**src/rtl/nnh_pkg.sv**
```systemverilog
// ----------------------------------------------------------------------------
// nnh_pkg
// Types, constants and threshold tables of the grid nearest-neighbour
// histogram core.
// ----------------------------------------------------------------------------
package nnh_pkg;

    localparam int MAX_POINTS = 4096;
    localparam int ADDR_W     = $clog2(MAX_POINTS);
    localparam int CNT_W      = $clog2(MAX_POINTS + 1);
    localparam int GRID_DIM   = 16;
    localparam int CELL_W     = $clog2(GRID_DIM);
    localparam int HIST_BINS  = 30;
    localparam int BIN_W      = 5;
    localparam int FRAC_BITS  = 8;
    localparam int COORD_W    = 20;
    localparam int SPAN_W     = COORD_W + 1;
    localparam int DSQ_W      = 42;
    localparam int CSIZE_W    = 16;
    localparam int NUM_THR    = 5;
    localparam int CFG_IDX_W  = 4;

    localparam logic [1:0] KIND_ALL = 2'd0;
    localparam logic [1:0] KIND_BOX = 2'd1;
    localparam logic [1:0] KIND_BIN = 2'd2;

    localparam logic [CFG_IDX_W-1:0] REG_CELL_SIZE  = 4'd0;
    localparam logic [CFG_IDX_W-1:0] REG_BOX_ENABLE = 4'd1;
    localparam logic [CFG_IDX_W-1:0] REG_BOX_Z_LOW  = 4'd2;
    localparam logic [CFG_IDX_W-1:0] REG_BOX_Z_HIGH = 4'd3;
    localparam logic [CFG_IDX_W-1:0] REG_BOX_Y_LOW  = 4'd4;
    localparam logic [CFG_IDX_W-1:0] REG_BOX_Y_HIGH = 4'd5;
    localparam logic [CFG_IDX_W-1:0] REG_BOX_X_LOW  = 4'd6;
    localparam logic [CFG_IDX_W-1:0] REG_BOX_X_HIGH = 4'd7;

    typedef struct packed {
        logic signed [COORD_W-1:0] coord_z;
        logic signed [COORD_W-1:0] coord_y;
        logic signed [COORD_W-1:0] coord_x;
        logic                      final_point;
    } t_in_item;

    typedef struct packed {
        logic [1:0]       record_kind;
        logic [BIN_W-1:0] bin_index;
        logic [CNT_W-1:0] bin_count;
        logic [CNT_W-1:0] point_count;
        logic [DSQ_W-1:0] min_dist_sq;
        logic [CNT_W-1:0] count_below_quarter;
        logic [CNT_W-1:0] count_below_040;
        logic [CNT_W-1:0] count_below_half;
        logic [CNT_W-1:0] count_below_060;
        logic [CNT_W-1:0] count_below_one;
        logic             grid_error;
        logic             final_record;
    } t_out_item;

    typedef struct packed {
        logic [CELL_W-1:0]         cell_z;
        logic [CELL_W-1:0]         cell_y;
        logic [CELL_W-1:0]         cell_x;
        logic signed [COORD_W-1:0] z;
        logic signed [COORD_W-1:0] y;
        logic signed [COORD_W-1:0] x;
    } t_entry;

    localparam int ENTRY_W = $bits(t_entry);

    typedef logic [DSQ_W-1:0] t_dsq_table [HIST_BINS];
    typedef logic [DSQ_W-1:0] t_thr_table [NUM_THR];

    // Bin k starts where the squared distance reaches (0.05 k)^2.
    function automatic t_dsq_table bin_table();
        t_dsq_table tbl;
        longint     num;
        for (int k = 0; k < HIST_BINS; k++) begin
            num    = longint'(k) * longint'(k) * (longint'(1) << (2 * FRAC_BITS));
            tbl[k] = DSQ_W'((num + 399) / 400);
        end
        return tbl;
    endfunction

    // A distance is below t hundredths when the squared distance is below these.
    function automatic t_thr_table thr_table();
        t_thr_table tbl;
        longint     hund [NUM_THR];
        longint     num;
        hund = '{25, 40, 50, 60, 100};
        for (int t = 0; t < NUM_THR; t++) begin
            num    = hund[t] * hund[t] * (longint'(1) << (2 * FRAC_BITS));
            tbl[t] = DSQ_W'((num + 9999) / 10000);
        end
        return tbl;
    endfunction

    localparam t_dsq_table BIN_THR  = bin_table();
    localparam t_thr_table DIST_THR = thr_table();

endpackage

```
**src/rtl/nnh_dist_pipe.sv**
```systemverilog
// ----------------------------------------------------------------------------
// nnh_dist_pipe
// Three-stage squared-distance pipeline between the current point and one
// candidate read from the point store.
// ----------------------------------------------------------------------------
module nnh_dist_pipe (
    input  logic                       i_clk,
    input  logic                       i_rst_n,
    input  logic                       i_valid,
    input  logic [nnh_pkg::ADDR_W-1:0] i_addr,
    input  nnh_pkg::t_entry            i_cand,
    input  nnh_pkg::t_entry            i_point,
    input  logic [nnh_pkg::ADDR_W-1:0] i_point_addr,
    output logic                       o_valid,
    output logic [nnh_pkg::DSQ_W-1:0]  o_dsq
);
    import nnh_pkg::*;

    logic              near;
    logic [SPAN_W-1:0] d_z, d_y, d_x;
    logic              r_va, r_vb;
    logic [SPAN_W-1:0] r_az, r_ay, r_ax;
    logic [DSQ_W-1:0]  r_sz, r_sy, r_sx;

    function automatic logic close(input logic [CELL_W-1:0] p, input logic [CELL_W-1:0] q);
        return ((p > q) ? (p - q) : (q - p)) <= CELL_W'(1);
    endfunction

    function automatic logic [SPAN_W-1:0] absdiff(input logic signed [COORD_W-1:0] p,
                                                  input logic signed [COORD_W-1:0] q);
        logic signed [SPAN_W-1:0] d;
        d = SPAN_W'(p) - SPAN_W'(q);
        return d[SPAN_W-1] ? (~d + SPAN_W'(1)) : d;
    endfunction

    always_comb begin
        near = (i_addr != i_point_addr) && close(i_cand.cell_z, i_point.cell_z)
               && close(i_cand.cell_y, i_point.cell_y) && close(i_cand.cell_x, i_point.cell_x);
        d_z = absdiff(i_cand.z, i_point.z);
        d_y = absdiff(i_cand.y, i_point.y);
        d_x = absdiff(i_cand.x, i_point.x);
    end

    always_ff @(posedge i_clk) begin
        if (!i_rst_n) begin
            r_va    <= 1'b0;
            r_vb    <= 1'b0;
            o_valid <= 1'b0;
        end else begin
            r_va    <= i_valid && near;
            r_vb    <= r_va;
            o_valid <= r_vb;
        end
        r_az  <= d_z;
        r_ay  <= d_y;
        r_ax  <= d_x;
        r_sz  <= DSQ_W'(r_az * r_az);
        r_sy  <= DSQ_W'(r_ay * r_ay);
        r_sx  <= DSQ_W'(r_ax * r_ax);
        o_dsq <= r_sz + r_sy + r_sx;
    end

endmodule
```
**config.mk**
```make
export PLATFORM = sky130hd
export DESIGN_NAME = nnh_dist_pipe
export DESIGN_NICKNAME = d
export VERILOG_FILES = /design/src/rtl/nnh_pkg.sv /design/src/rtl/nnh_dist_pipe.sv
export SDC_FILE = /design/constraint.sdc
export NUM_CORES = 2
export LEC_CHECK = 0
export ABC_AREA = 1
export ABC_CLOCK_PERIOD_IN_PS = 16500
export BUFFER_PORTS_ARGS = -buffer_cell sky130_fd_sc_hd__buf_2
export CORE_MARGIN = 2
export CORE_UTILIZATION = 34
export DETAILED_ROUTE_END_ITERATION = 7
export HOLD_SLACK_MARGIN = 0.02
export SYNTH_ARGS = -nofsm -noshare
export SYNTH_HDL_FRONTEND = slang
export SYNTH_SLANG_ARGS = --single-unit
```
**constraint.sdc**
```tcl
create_clock -name i_clk -period 16.5 [get_ports i_clk]
set_input_delay 3.3 -clock i_clk [delete_from_list [all_inputs] [get_ports i_clk]]
set_output_delay 3.3 -clock i_clk [all_outputs]
set_load 0.01 [all_outputs]
```
==> impl_metrics.env <==
export IMPL_outcome="completed"
export IMPL_cts_htree_levels=2
export IMPL_clkSlewWorstSetupHoldPaths_ps=60
export IMPL_post_drt_wl_per_cell_microns=15.4
export IMPL_drt_iter0_drc=2562
export IMPL_drive_gt1_share_pct=4.98
export IMPL_rsz0062_at_grt="no"
export IMPL_syn_inst=6971
export IMPL_cts_resized=0
export IMPL_ios=214
export IMPL_layout_commonest_cell="inv_1"
export IMPL_ant_nets=0
export IMPL_dieHeight_microns=403
export IMPL_initial_utilization_pct=34.2
export IMPL_core_area_sq_mm=0.158
export IMPL_nNetsFinal=8850
export IMPL_cpMostUsedCell="fa_1"
export IMPL_crit_start="r_az[5]$_DFF_P_"
export IMPL_grt_max_degree=26
export IMPL_worst_pin_slew_ps=1240
export IMPL_drc=0
export IMPL_finalSetupViolations=0
export IMPL_hp_class="reg2reg"
export IMPL_fmax_mhz=138
export IMPL_num_rows=146
export IMPL_crit_family="adder cells"
export IMPL_ys_types=56
export IMPL_synth_flop_cell="dfxtp_1"
export IMPL_slowest_stage="dfxtp_1"
export IMPL_grt_pass1_wl_microns=234000
export IMPL_areaGrowthSynthToFinish_pct=8.39
export IMPL_cap_violations=0
export IMPL_vias=42900
export IMPL_track_usage_pct=17.9
export IMPL_worstReg2RegStart="r_az[5]$_DFF_P_"
export IMPL_relSlewSlack_pct=17.3
export IMPL_cts_tree="yes"
export IMPL_fin_worst_skew_ps=22.5
export IMPL_critPathKind="reg2reg"
export IMPL_cp_cell_sequence="nand2_1, fa_1, inv_1, fa_1, inv_1, fa_1, inv_1, fa_1, inv_1, fa_1, inv_1, fa_1, fa_1, ha_1, a21oi_1, a21boi_0, o21ai_0, nand2_1, o211ai_1, nand2_1, nand3_1, xor2_1"
export IMPL_clock_sinks=231
export IMPL_hold_buffers=0
export IMPL_grt_antenna_before_repair=1
export IMPL_wl_microns=142000
export IMPL_cp_required_ps=16970
export IMPL_worstSetupEndpointType="register"
export IMPL_post_dp_hpwl_microns=121000
export IMPL_cts_root_buf="clkbuf_16"
export IMPL_dieArea_sq_mm=0.162
export IMPL_synth_warnings=0
export IMPL_synth_seq_cells=231
export IMPL_yosysSeqAreaShare_pct=8.55
export IMPL_hold_path_startpoint="r_vb$_SDFF_PN0_"
export IMPL_layout_min_cycle_time_ps=7240
export IMPL_avgSynthCellArea_sq_um=7.76
export IMPL_finalHoldViolCount=0
export IMPL_die_w_microns=403
export IMPL_gp_routability_congestion=0.951
export IMPL_synth_edff_count=0
export IMPL_dr_pass1_iters=8
export IMPL_slew_viol_final=0
export IMPL_io_buffers=213
export IMPL_ys_async_sr_fraction_pct=0
export IMPL_cpPeakStageDelay_ps=1050
export IMPL_startpoint_type="register"
export IMPL_grt_ovfl_total=0
export IMPL_vias_per_cell=4.66
export IMPL_crit_buf_inv=5
export IMPL_syn_area_sq_mm=0.0541
export IMPL_antenna_cells=0
export IMPL_cts_made_buffers=36
export IMPL_finalCritPeriodShare_pct=43.9
export IMPL_clk_insertion_delay_late_ps=600
export IMPL_crit_arrival_ps=7710
export IMPL_grt_pass1_vias=45000
export IMPL_layout_common_cells="inv_1 (1960), nand2_1 (1541), fa_1 (983)"
export IMPL_cts_setup_buffers=0
export IMPL_crit_fanout=21
export IMPL_cts_max_path_buffers=3
export IMPL_fin_tns_setup_ps=0
[routing by layer]
layer,wire [microns],GRT usage [%],share of wire (%),vias up
li1,-,-,-,20800
met1,65900,25.4,47,20900
met3,8640,2.45,6.1,127
met5,13,0,0.0092,-
met2,64700,29.3,46,1104
met4,2280,3.07,1.6,2
[worst min-delay path, delay by kind of cell (launching register included)]
family | cells | cell delay (ps)
flops | 1 | 300
simple gates | 1 | 50
buf+inv | 1 | 30
[cells by family after synthesis]
kind of cell	synth area share, %
AO/OA/AOI/OAI	5.70
adder cells (fa/ha/maj)	50.0
other	0.00694
AND/OR/NAND/NOR	17.1
flip-flops	8.55
XOR/XNOR	4.02
buffers and inverters	14.6
[cell usage after synthesis (4+ instances only)]
library cell	n	share of area, %
dfxtp_1	231	8.6
o21ai_1	4	0.037
o21a_1	9	0.12
nand2_1	1541	11
o211ai_1	9	0.12
o21ai_0	139	1.3
and3_1	7	0.081
nand3b_1	9	0.12
xnor2_1	79	1.3
o21bai_1	32	0.44
nor2_1	357	2.5
xor2_1	162	2.6
nor3_1	43	0.40
a31oi_1	22	0.25
nand2_2	28	0.32
a211oi_1	4	0.056
inv_1	1960	14
o2111ai_1	6	0.097
nand4_1	45	0.52
fa_1	983	36
nor2_2	5	0.058
clkbuf_1	126	0.87
ha_1	589	14
a21boi_0	12	0.17
a21oi_1	280	2.6
nor4_1	14	0.16
or2_2	14	0.16
a21o_1	22	0.31
nand3_1	197	1.8
[metrics by stage]
| stage | std cells | hold WS [ps] | setup slack (ps) | utilization, % | instance area, sq um |
|---|---|---|---|---|---|
| 3_5_place_dp | 9141 | 406 | 9360 | 36.2 | 57300 |
| 6_report | 9205 | 414 | 9260 | 37.0 | 58600 |
| 5_1_grt | 9205 | 443 | 8840 | 37.0 | 58600 |
| 2_1_floorplan | 6973 | 361 | 10510 | - | 54100 |
| 4_1_cts | 9205 | 422 | 9330 | 37.0 | 58600 |
| 3_3_place_gp | 9141 | 397 | 9390 | 36.2 | 57300 |
[layout make-up]
type	instances	area, sq um
fillers	16500	99600
multi-input cells	4647	41500
inverters	1961	7360
flip-flops and latches	231	4620
well taps	2072	2590
repair buffers	230	1190
clock buffers	39	932
clock inverters	25	344
[registers in the layout, summed over array words and instances (netlist names)]
name / count
r_va: 1
r_sz: 41
r_ax: 21
r_ay: 21
r_vb: 1
r_az: 21
r_sx: 41
o_valid: 1
r_sy: 41
o_dsq: 42
[path summary, 6_finish.rpt]
check        slack (ps)                  to  cells past startpoint
min reg2reg         410  o_valid$_SDFF_PN0_                      2
max                9260    r_sz[38]$_DFF_P_                     22
min                 410  o_valid$_SDFF_PN0_                      2
max reg2reg        9260    r_sz[38]$_DFF_P_                     22
Power is not shown: default switching activity piles up to over one toggle a cycle in this logic, so the estimate is an artifact.
